==> src/hscd_pkg.sv <==
package hscd_pkg;

  // Fixed field widths
  localparam int unsigned DEV_W    = 8;
  localparam int unsigned VOL_W    = 8;
  localparam int unsigned SEC_W    = 32;
  localparam int unsigned HASH_W   = 32;
  localparam int unsigned SLOT_W   = 10;
  localparam int unsigned IN_DATA_W  = 48;
  localparam int unsigned OUT_DATA_W = 16;

  localparam int unsigned ENTRIES_DEF = 1021;
  localparam int unsigned LINE_SHIFT  = 6;

  localparam logic [HASH_W-1:0] DEV_MUL = 32'd524287;
  localparam logic [HASH_W-1:0] VOL_MUL = 32'd2606459;

  typedef enum logic [1:0] {
    OP_LOOKUP = 2'd0,
    OP_UNLOCK = 2'd1,
    OP_STORE  = 2'd2,
    OP_INVAL  = 2'd3
  } opcode_t;

  typedef enum logic [2:0] {
    ST_CLEAR,
    ST_IDLE,
    ST_MUL,
    ST_REDUCE,
    ST_FOLD,
    ST_COMMIT,
    ST_INVAL,
    ST_INVAL_RESP
  } state_t;

  // One directory slot as held in the tag RAM
  typedef struct packed {
    logic              valid;
    logic              lock;
    logic [DEV_W-1:0]  dev;
    logic [VOL_W-1:0]  vol;
    logic [SEC_W-1:0]  sec;
  } entry_t;

  typedef struct packed {
    logic in_ready;
    logic load_in;
    logic mul;
    logic reduce;
    logic fold;
    logic commit;
    logic clr_step;
    logic inval_resp;
  } cmd_t;

  typedef struct packed {
    logic in_valid;
    logic is_inval;
    logic out_free;
    logic clr_last;
  } status_t;

endpackage

==> src/hscd_ctrl.sv <==
module hscd_ctrl (
  input  logic              clk,
  input  logic              rst,
  input  hscd_pkg::status_t status,
  output hscd_pkg::cmd_t    cmd,
  output hscd_pkg::state_t  state
);

  hscd_pkg::state_t state_next;

  always_ff @(posedge clk) begin
    if (rst) begin
      state <= hscd_pkg::ST_CLEAR;
    end else begin
      state <= state_next;
    end
  end

  always_comb begin
    state_next = state;
    unique case (state)
      hscd_pkg::ST_CLEAR: begin
        if (status.clr_last) state_next = hscd_pkg::ST_IDLE;
      end
      hscd_pkg::ST_IDLE: begin
        if (status.in_valid) begin
          state_next = status.is_inval ? hscd_pkg::ST_INVAL : hscd_pkg::ST_MUL;
        end
      end
      hscd_pkg::ST_MUL:    state_next = hscd_pkg::ST_REDUCE;
      hscd_pkg::ST_REDUCE: state_next = hscd_pkg::ST_FOLD;
      hscd_pkg::ST_FOLD:   state_next = hscd_pkg::ST_COMMIT;
      hscd_pkg::ST_COMMIT: begin
        if (status.out_free) state_next = hscd_pkg::ST_IDLE;
      end
      hscd_pkg::ST_INVAL: begin
        if (status.clr_last) state_next = hscd_pkg::ST_INVAL_RESP;
      end
      hscd_pkg::ST_INVAL_RESP: begin
        if (status.out_free) state_next = hscd_pkg::ST_IDLE;
      end
      default: state_next = hscd_pkg::ST_CLEAR;
    endcase
  end

  always_comb begin
    cmd = '0;
    unique case (state)
      hscd_pkg::ST_CLEAR:  cmd.clr_step = 1'b1;
      hscd_pkg::ST_IDLE: begin
        cmd.in_ready = 1'b1;
        cmd.load_in  = status.in_valid;
      end
      hscd_pkg::ST_MUL:        cmd.mul      = 1'b1;
      hscd_pkg::ST_REDUCE:     cmd.reduce   = 1'b1;
      hscd_pkg::ST_FOLD:       cmd.fold     = 1'b1;
      hscd_pkg::ST_COMMIT:     cmd.commit   = status.out_free;
      hscd_pkg::ST_INVAL:      cmd.clr_step = 1'b1;
      hscd_pkg::ST_INVAL_RESP: cmd.inval_resp = status.out_free;
      default: cmd = '0;
    endcase
  end

endmodule

==> config.mk <==
export PLATFORM = sky130hd
export DESIGN_NAME = hscd_ctrl
export DESIGN_NICKNAME = d
export VERILOG_FILES = /design/src/hscd_pkg.sv /design/src/hscd_ctrl.sv
export SDC_FILE = /design/constraint.sdc
export NUM_CORES = 1
export LEC_CHECK = 0
export BUFFER_PORTS_ARGS = -buffer_cell sky130_fd_sc_hd__buf_2
export CORE_AREA = 2 2 39 41
export DETAILED_ROUTE_END_ITERATION = 12
export DIE_AREA = 0 0 41 43
export PLACE_DENSITY = 0.45
export SLEW_MARGIN = 5
export SYNTH_ARGS = -nofsm -noshare
export SYNTH_HDL_FRONTEND = slang
export SYNTH_SLANG_ARGS = --single-unit
==> constraint.sdc <==
create_clock -name clk -period 1.4 [get_ports clk]
set_clock_uncertainty 0.2 [all_clocks]
set_input_delay 0.28 -clock clk [delete_from_list [all_inputs] [get_ports clk]]
set_output_delay 0.28 -clock clk [all_outputs]
set_load 0.1 [all_outputs]
==> flow_summary.yaml, run 1 <==
final_layout:
  largest_reg_flops: 3
  fraction_of_final_layout_cells_sized_beyond_drive_strength_1: 0.851
  largest_register: "state"
  antennaDiodeCount: 0
  syn_to_final_growth_pct: 245
  finish.net_count: 74
  top_regs: "state (3)"
grt:
  globalRouteMet2Util: 0.172
  maximum_number_of_pins_on_one_net_before_global_route_repair: 8
  met1_usage: 0.158
  grt-busiest-layer: "met2"
  via_count_of_the_first_global_routing_pass: 339
  grt_antenna_before_repair: 0
  grt_util_met3: 0.0105
  first_pass_grt_wire_length_mm: 1.41
  track_usage: 0.115
  grt.overflow.total: 0
worst_setup_path:
  worstSetupPathType: "reg -> out"
  cp.arrival_ps: 1160
  worst_setup_path_start_kind: "flop"
  r2r.worst_path.cells: 7
  path_max_fanout: 7
  beginning_of_the_worst_register_to_register_path: "state[2]$_SDFFE_PP0P_"
  r2r_setup_slack_ps: -90
  crit-reg2reg-capture: "state[1]$_SDFFE_PP0P_"
  cpPeakStageDelay_ps: 370
  crit_chain: "nor3b_4 > nand2_2 > clkinvlp_4 > buf_12"
  timing.critical_path.required_ps: 920
  critical_path_sink_type: "primary output"
  timing.critical_path.slowest_stage_cell: "dfxtp_4"
clocking:
  clock_latency_ps: 230
  htree_levels: 1
  cts.sinks: 3
  worst_setup_hold_path_clk_slew_ps: 40
  longest_clk_path_bufs: 2
  tritoncts_clock_tree: "built"
  clockRootBuffer: "clkbuf_4"
  cts-buffers-inserted: 3
logic_synthesis:
  synth_largest_type_area_fraction: 0.268
  synth.ff_latch_count: 3
  synth_top_flop_cell: "dfxtp_1"
  synth-async-reset-ratio: 0
  yosys.cell_types.count: 17
  synth_most_common_cell: "nor2_1"
  synth_sequential_area_ratio: 0.268
  ys_top_cells_by_count: "nor2_1, dfxtp_1, nand2_1"
  synth.area.top_cells: "dfxtp_1, nor2_1, nor3b_1"
  synth-warning-count: 0
  postSynthNetCount: 37
  synthDominantAreaCellType: "dfxtp_1"
  synthCells: 31
  average_cell_area_after_synthesis_sq_um: 7.22
  synthesis.area_sq_um: 224
  synth_enable_flop_cells: 0
placed_design:
  port_buffers: 16
  hpwl_microns: 578
  gp_congestion: 0.679
sta:
  worstMarginPinSlew_ps: 203
  setup_violations_final: 12
  worst_slew_margin_rel: 0.863
  grt_setup_unrepaired: "yes"
  holdWs_ps: 48.9
  layout_setup_ws_ps: -239
  final-hold-violation-count: 0
  period_utilisation_layout: 1.17
  final_period_minus_worst_setup_slack_ps: 1640
  maxClockFrequency_ghz: 0.610
  finalMaxSlewViolations: 0
hold_path:
  whs_path_depth: 2
  hold_wc_startpoint: "rst"
  hp-class: "in -> reg"
  holdPathEnd: "state[1]$_SDFFE_PP0P_"
outcome:
  status: "finished, violations left"
  failed_checks: "negative setup slack"
power:
  power.clock.fraction: 0.210
  comb_power_share: 0.635
  ir_worst_vdd_mv: 0.433
  switching_share_of_power: 0.448
  switching_component_of_the_power_uw: 319
  power_per_cell_area_nw_per_um2: 920
  power_leakage_nw: 0.329
  post-layout-total-power_uw: 712
  internal-power_uw: 393
  pwr-share-seq: 0.155
floorplan:
  die_height_microns: 43
  die-area_sq_um: 1760
  initial_core_util: 0.162
  core_area_sq_um: 1380
  x_dimension_of_the_die_microns: 41
  placementRows: 14
  number_of_i_o_pins: 17
drt:
  drt_wl_total_microns: 867
  postRouteAntennaNets: 0
  dr.first_iter.drc_count: 1
  total_drc_errors_in_the_routed_layout: 0
  routed_via_density: 4.16
  wl_per_cell_microns: 10.4
  drt_pass1_iterations: 2
  route.vias.total: 345
flow_run:
  cap_viol_max_count: 0
## how the worst max path moves through the flow
stage	startpoint	to	slack, ps
floorplan	state[0]$_SDFFE_PP0P_	cmd[6]	-1220
global placement	state[2]$_SDFFE_PP0P_	cmd[2]	7
detailed placement	state[2]$_SDFFE_PP0P_	cmd[6]	-10
CTS	state[0]$_SDFFE_PP0P_	cmd[6]	-250
global route	state[0]$_SDFFE_PP0P_	cmd[6]	-310
finish	state[1]$_SDFFE_PP0P_	cmd[6]	-240
## cell type report
type | count | area (sq um)
inverter | 2 | 11.3
fill | 120 | 611
sequential | 3 | 71.3
tap | 16 | 20.0
multi-input combinational | 23 | 225
clock buffer | 4 | 26.3
timing repair buffer | 35 | 419
## metal layers
metal,share of wire,vias to the layer above
li1,-,177
met1,0.39,158
met2,0.55,10
met3,0.060,0
met4,0,0
met5,0,-
## critical path, delay by kind of cell (launching register included)
family / cells / cell delay, ps
flops: 1 / 370
simple gates: 2 / 310
buf+inv: 2 / 260
## layout by cell type (no fill, tap or decap)
cell type / netlist / routed
clkinvlp_4: 0 / 1
nand2_4: 0 / 1
nor4_2: 0 / 1
nor3_4: 0 / 1
a21oi_1: 2 / 1
buf_6: 1 / 5
nor2b_1: 1 / 1
nor2_4: 0 / 2
buf_2: 2 / 5
inv_1: 2 / 1
clkbuf_4: 0 / 3
a211oi_2: 0 / 1
o21ai_0: 2 / 1
buf_12: 0 / 12
nand2_2: 0 / 2
nor3b_4: 0 / 3
dfxtp_4: 0 / 3
o21ai_1: 0 / 1
buf_4: 0 / 13
and4bb_2: 1 / 1
a21oi_2: 0 / 1
nor2_2: 0 / 1
clkbuf_1: 0 / 1
nor3_1: 2 / 1
xor2_1: 1 / 1
or3_4: 0 / 1
nor2_1: 5 / 2
## power by group through the flow
stage | combinational, mW | clock, mW | sequential, mW
global route | 0.468 | 0.166 | 0.113
floorplan | 0.216 | 0 | 0.154
detailed placement | 0.405 | 0 | 0.115
finish | 0.452 | 0.150 | 0.111
global placement | 0.404 | 0 | 0.115
CTS | 0.432 | 0.156 | 0.111
## cell families (layout without fill, tap and decap cells)
kind of cell | Yosys count | count (layout) | synth area share
buffers and inverters | 5 | 41 | 0.129
AO/OA/AOI/OAI | 5 | 5 | 0.123
AND/OR/NAND/NOR | 17 | 17 | 0.441
flip-flops | 3 | 3 | 0.268
XOR/XNOR | 1 | 1 | 0.0391
## per-stage QoR
step,instance area [sq um],worst slack (ps),std cells,setup TNS (ps),utilization
after CTS,734,-247,81,-1860,0.531
after global routing,773,-313,83,-2680,0.559
after global placement,641,6.65,70,0,0.463
after floorplan,333,-1220,31,-6150,-
final,773,-239,83,-2000,0.559
after detailed placement,641,-11.8,70,-11.8,0.463
## what timing repair did
| action | 4_1_cts | 5_1_grt |
|---|---|---|
| pin swaps | 5 | 5 |
| resized for setup | 4 | 6 |
| hold buffers | 0 | 0 |
| setup buffers | 7 | 2 |
| endpoints found under the setup margin | 11 | 14 |
No activity file was read; power rests on OpenSTA's default activity.
==> run 2: changes to the inputs <==
--- a/constraint.sdc
+++ b/constraint.sdc
@@ -4,2 +4,2 @@
 set_output_delay 0.28 -clock clk [all_outputs]
-set_load 0.1 [all_outputs]
+set_load 0.05 [all_outputs]
==> flow_summary.yaml, run 2 (synthesized netlist as in run 1, its figures left out) <==
outcome:
  status: "finished, violations left"
  failed_checks: "negative setup slack"
sta:
  setup_violations_final: 12
  grt_setup_unrepaired: "yes"
  maxClockFrequency_ghz: 0.627
  worst_slew_margin_rel: 0.847
  final-hold-violation-count: 0
  layout_setup_ws_ps: -194
  final_period_minus_worst_setup_slack_ps: 1590
  period_utilisation_layout: 1.14
  worstMarginPinSlew_ps: 227
  finalMaxSlewViolations: 0
  holdWs_ps: 37.1
final_layout:
  final_cells: 75
  largest_register: "state"
  final_util: 0.415
  mostFrequentLayoutCell: "buf_4"
  top_regs: "state (3)"
  finish.net_count: 66
  largest_reg_flops: 3
  fillerInstances: 147
  design_area_sq_um: 574
  syn_to_final_growth_pct: 156
  leading_cell_types_in_the_layout_fill_and_taps_excluded: "buf_4, buf_6, buf_2"
  antennaDiodeCount: 0
  fraction_of_final_layout_cells_sized_beyond_drive_strength_1: 0.797
worst_setup_path:
  crit-reg2reg-capture: "state[0]$_SDFFE_PP0P_"
  crit_cells: 4
  beginning_of_the_worst_register_to_register_path: "state[0]$_SDFFE_PP0P_"
  crit_chain: "nor3b_4 > nand2_2 > clkinvlp_4 > buf_8"
  worst_setup_path_start_kind: "flop"
  critical_path_sink_type: "primary output"
  cp.arrival_ps: 1110
  r2r.worst_path.cells: 5
  timing.critical_path.required_ps: 920
  r2r_setup_slack_ps: -60
  critical_path.top_delay_family: "flip-flops"
  cpPeakStageDelay_ps: 370
  timing.critical_path.slowest_stage_cell: "dfxtp_4"
  critPathBufInv: 2
  path_max_fanout: 7
  worstSetupPathType: "reg -> out"
clocking:
  tritoncts_clock_tree: "built"
  longest_clk_path_bufs: 2
  htree_levels: 1
  clockRootBuffer: "clkbuf_4"
  cts.sinks: 3
  worst_setup_hold_path_clk_slew_ps: 40
  cts-buffers-inserted: 3
  clock_latency_ps: 230
placed_design:
  hpwl_microns: 532
  detailedPlace.worstSlack_ps: -56.3
  gp_congestion: 0.641
  placedInstanceArea_sq_um: 430
  port_buffers: 16
  number_of_placed_instances_with_taps_included: 68
hold_path:
  hold_wc_startpoint: "rst"
  hp-class: "in -> reg"
  holdPathEnd: "state[1]$_SDFFE_PP0P_"
  whs_path_depth: 2
grt:
  maximum_number_of_pins_on_one_net_before_global_route_repair: 8
  track_usage: 0.0984
  grt.overflow.total: 0
  via_count_of_the_first_global_routing_pass: 311
  first_pass_grt_wire_length_mm: 1.12
  grt_antenna_before_repair: 0
drt:
  dr.first_iter.drc_count: 2
  routed_via_density: 4.20
  total_drc_errors_in_the_routed_layout: 0
  route.vias.total: 315
  drt_pass1_iterations: 2
  drt_wl_total_microns: 735
  wl_per_cell_microns: 9.80
  postRouteAntennaNets: 0
power:
  power_per_cell_area_nw_per_um2: 907
  power_leakage_nw: 0.256
  ir_worst_vdd_mv: 0.347
floorplan:
  die_height_microns: 43
  number_of_i_o_pins: 17
  core_area_sq_um: 1380
  x_dimension_of_the_die_microns: 41
  initial_core_util: 0.162
  die-area_sq_um: 1760
  placementRows: 14
flow_run:
  cap_viol_max_count: 0
-- run 2: cell count changes in the layout (fill, tap and decap cells not counted), sizes merged --
cell  delta
buf      -8
-- run 2: how the worst max path moves through the flow --
stage                          startpoint  endpoint  slack [ps]
detailed placement  state[2]$_SDFFE_PP0P_    cmd[6]         -60
floorplan           state[0]$_SDFFE_PP0P_    cmd[6]        -550
finish              state[1]$_SDFFE_PP0P_    cmd[6]        -190
global placement    state[2]$_SDFFE_PP0P_    cmd[6]         -40
global route        state[1]$_SDFFE_PP0P_    cmd[6]        -240
CTS                 state[1]$_SDFFE_PP0P_    cmd[6]        -200
-- run 2: cell type report --
class                           count  area [sq um]  share of cell area
Clock buffer                        4          26.3              0.0458
Inverter                            2          11.3              0.0196
Multi-Input combinational cell     23           205               0.357
Sequential cell                     3          71.3               0.124
Tap cell                           16          20.0              0.0349
Timing Repair Buffer               27           240               0.418
-- run 2: through the flow --
stage	power, mW	setup TNS [ps]
global placement	0.315	-52.0
finish	0.521	-1260
global route	0.553	-1770
detailed placement	0.314	-72.4
floorplan	0.260	-2710
CTS	0.513	-1400
-- run 2: routing by layer --
layer / track usage / vias up / wire [microns]
met4: 0.0800 / 0 / 0
met3: 0.0471 / 0 / 48
met5: 0 / - / 0
met2: 0.147 / 9 / 364
li1: - / 161 / -
met1: 0.0965 / 145 / 322
-- run 2: report_power, final --
| part | internal [mW] | switching [mW] | leakage, nW |
|---|---|---|---|
| Combinational | 0.114 | 0.146 | 0.214 |
| Sequential | 0.0932 | 0.0160 | 0.0267 |
| Clock | 0.107 | 0.0451 | 0.0150 |
| Total | 0.314 | 0.207 | 0.256 |
-- run 2: repair_timing --
action | CTS | global route
endpoints found under the setup margin | 10 | 12
cloned | 0 | 0
resized for setup | 22 | 6
hold buffers | 0 | 0
endpoints found under the hold margin | 0 | 0
pin swaps | 3 | 4
setup buffers | 3 | 1
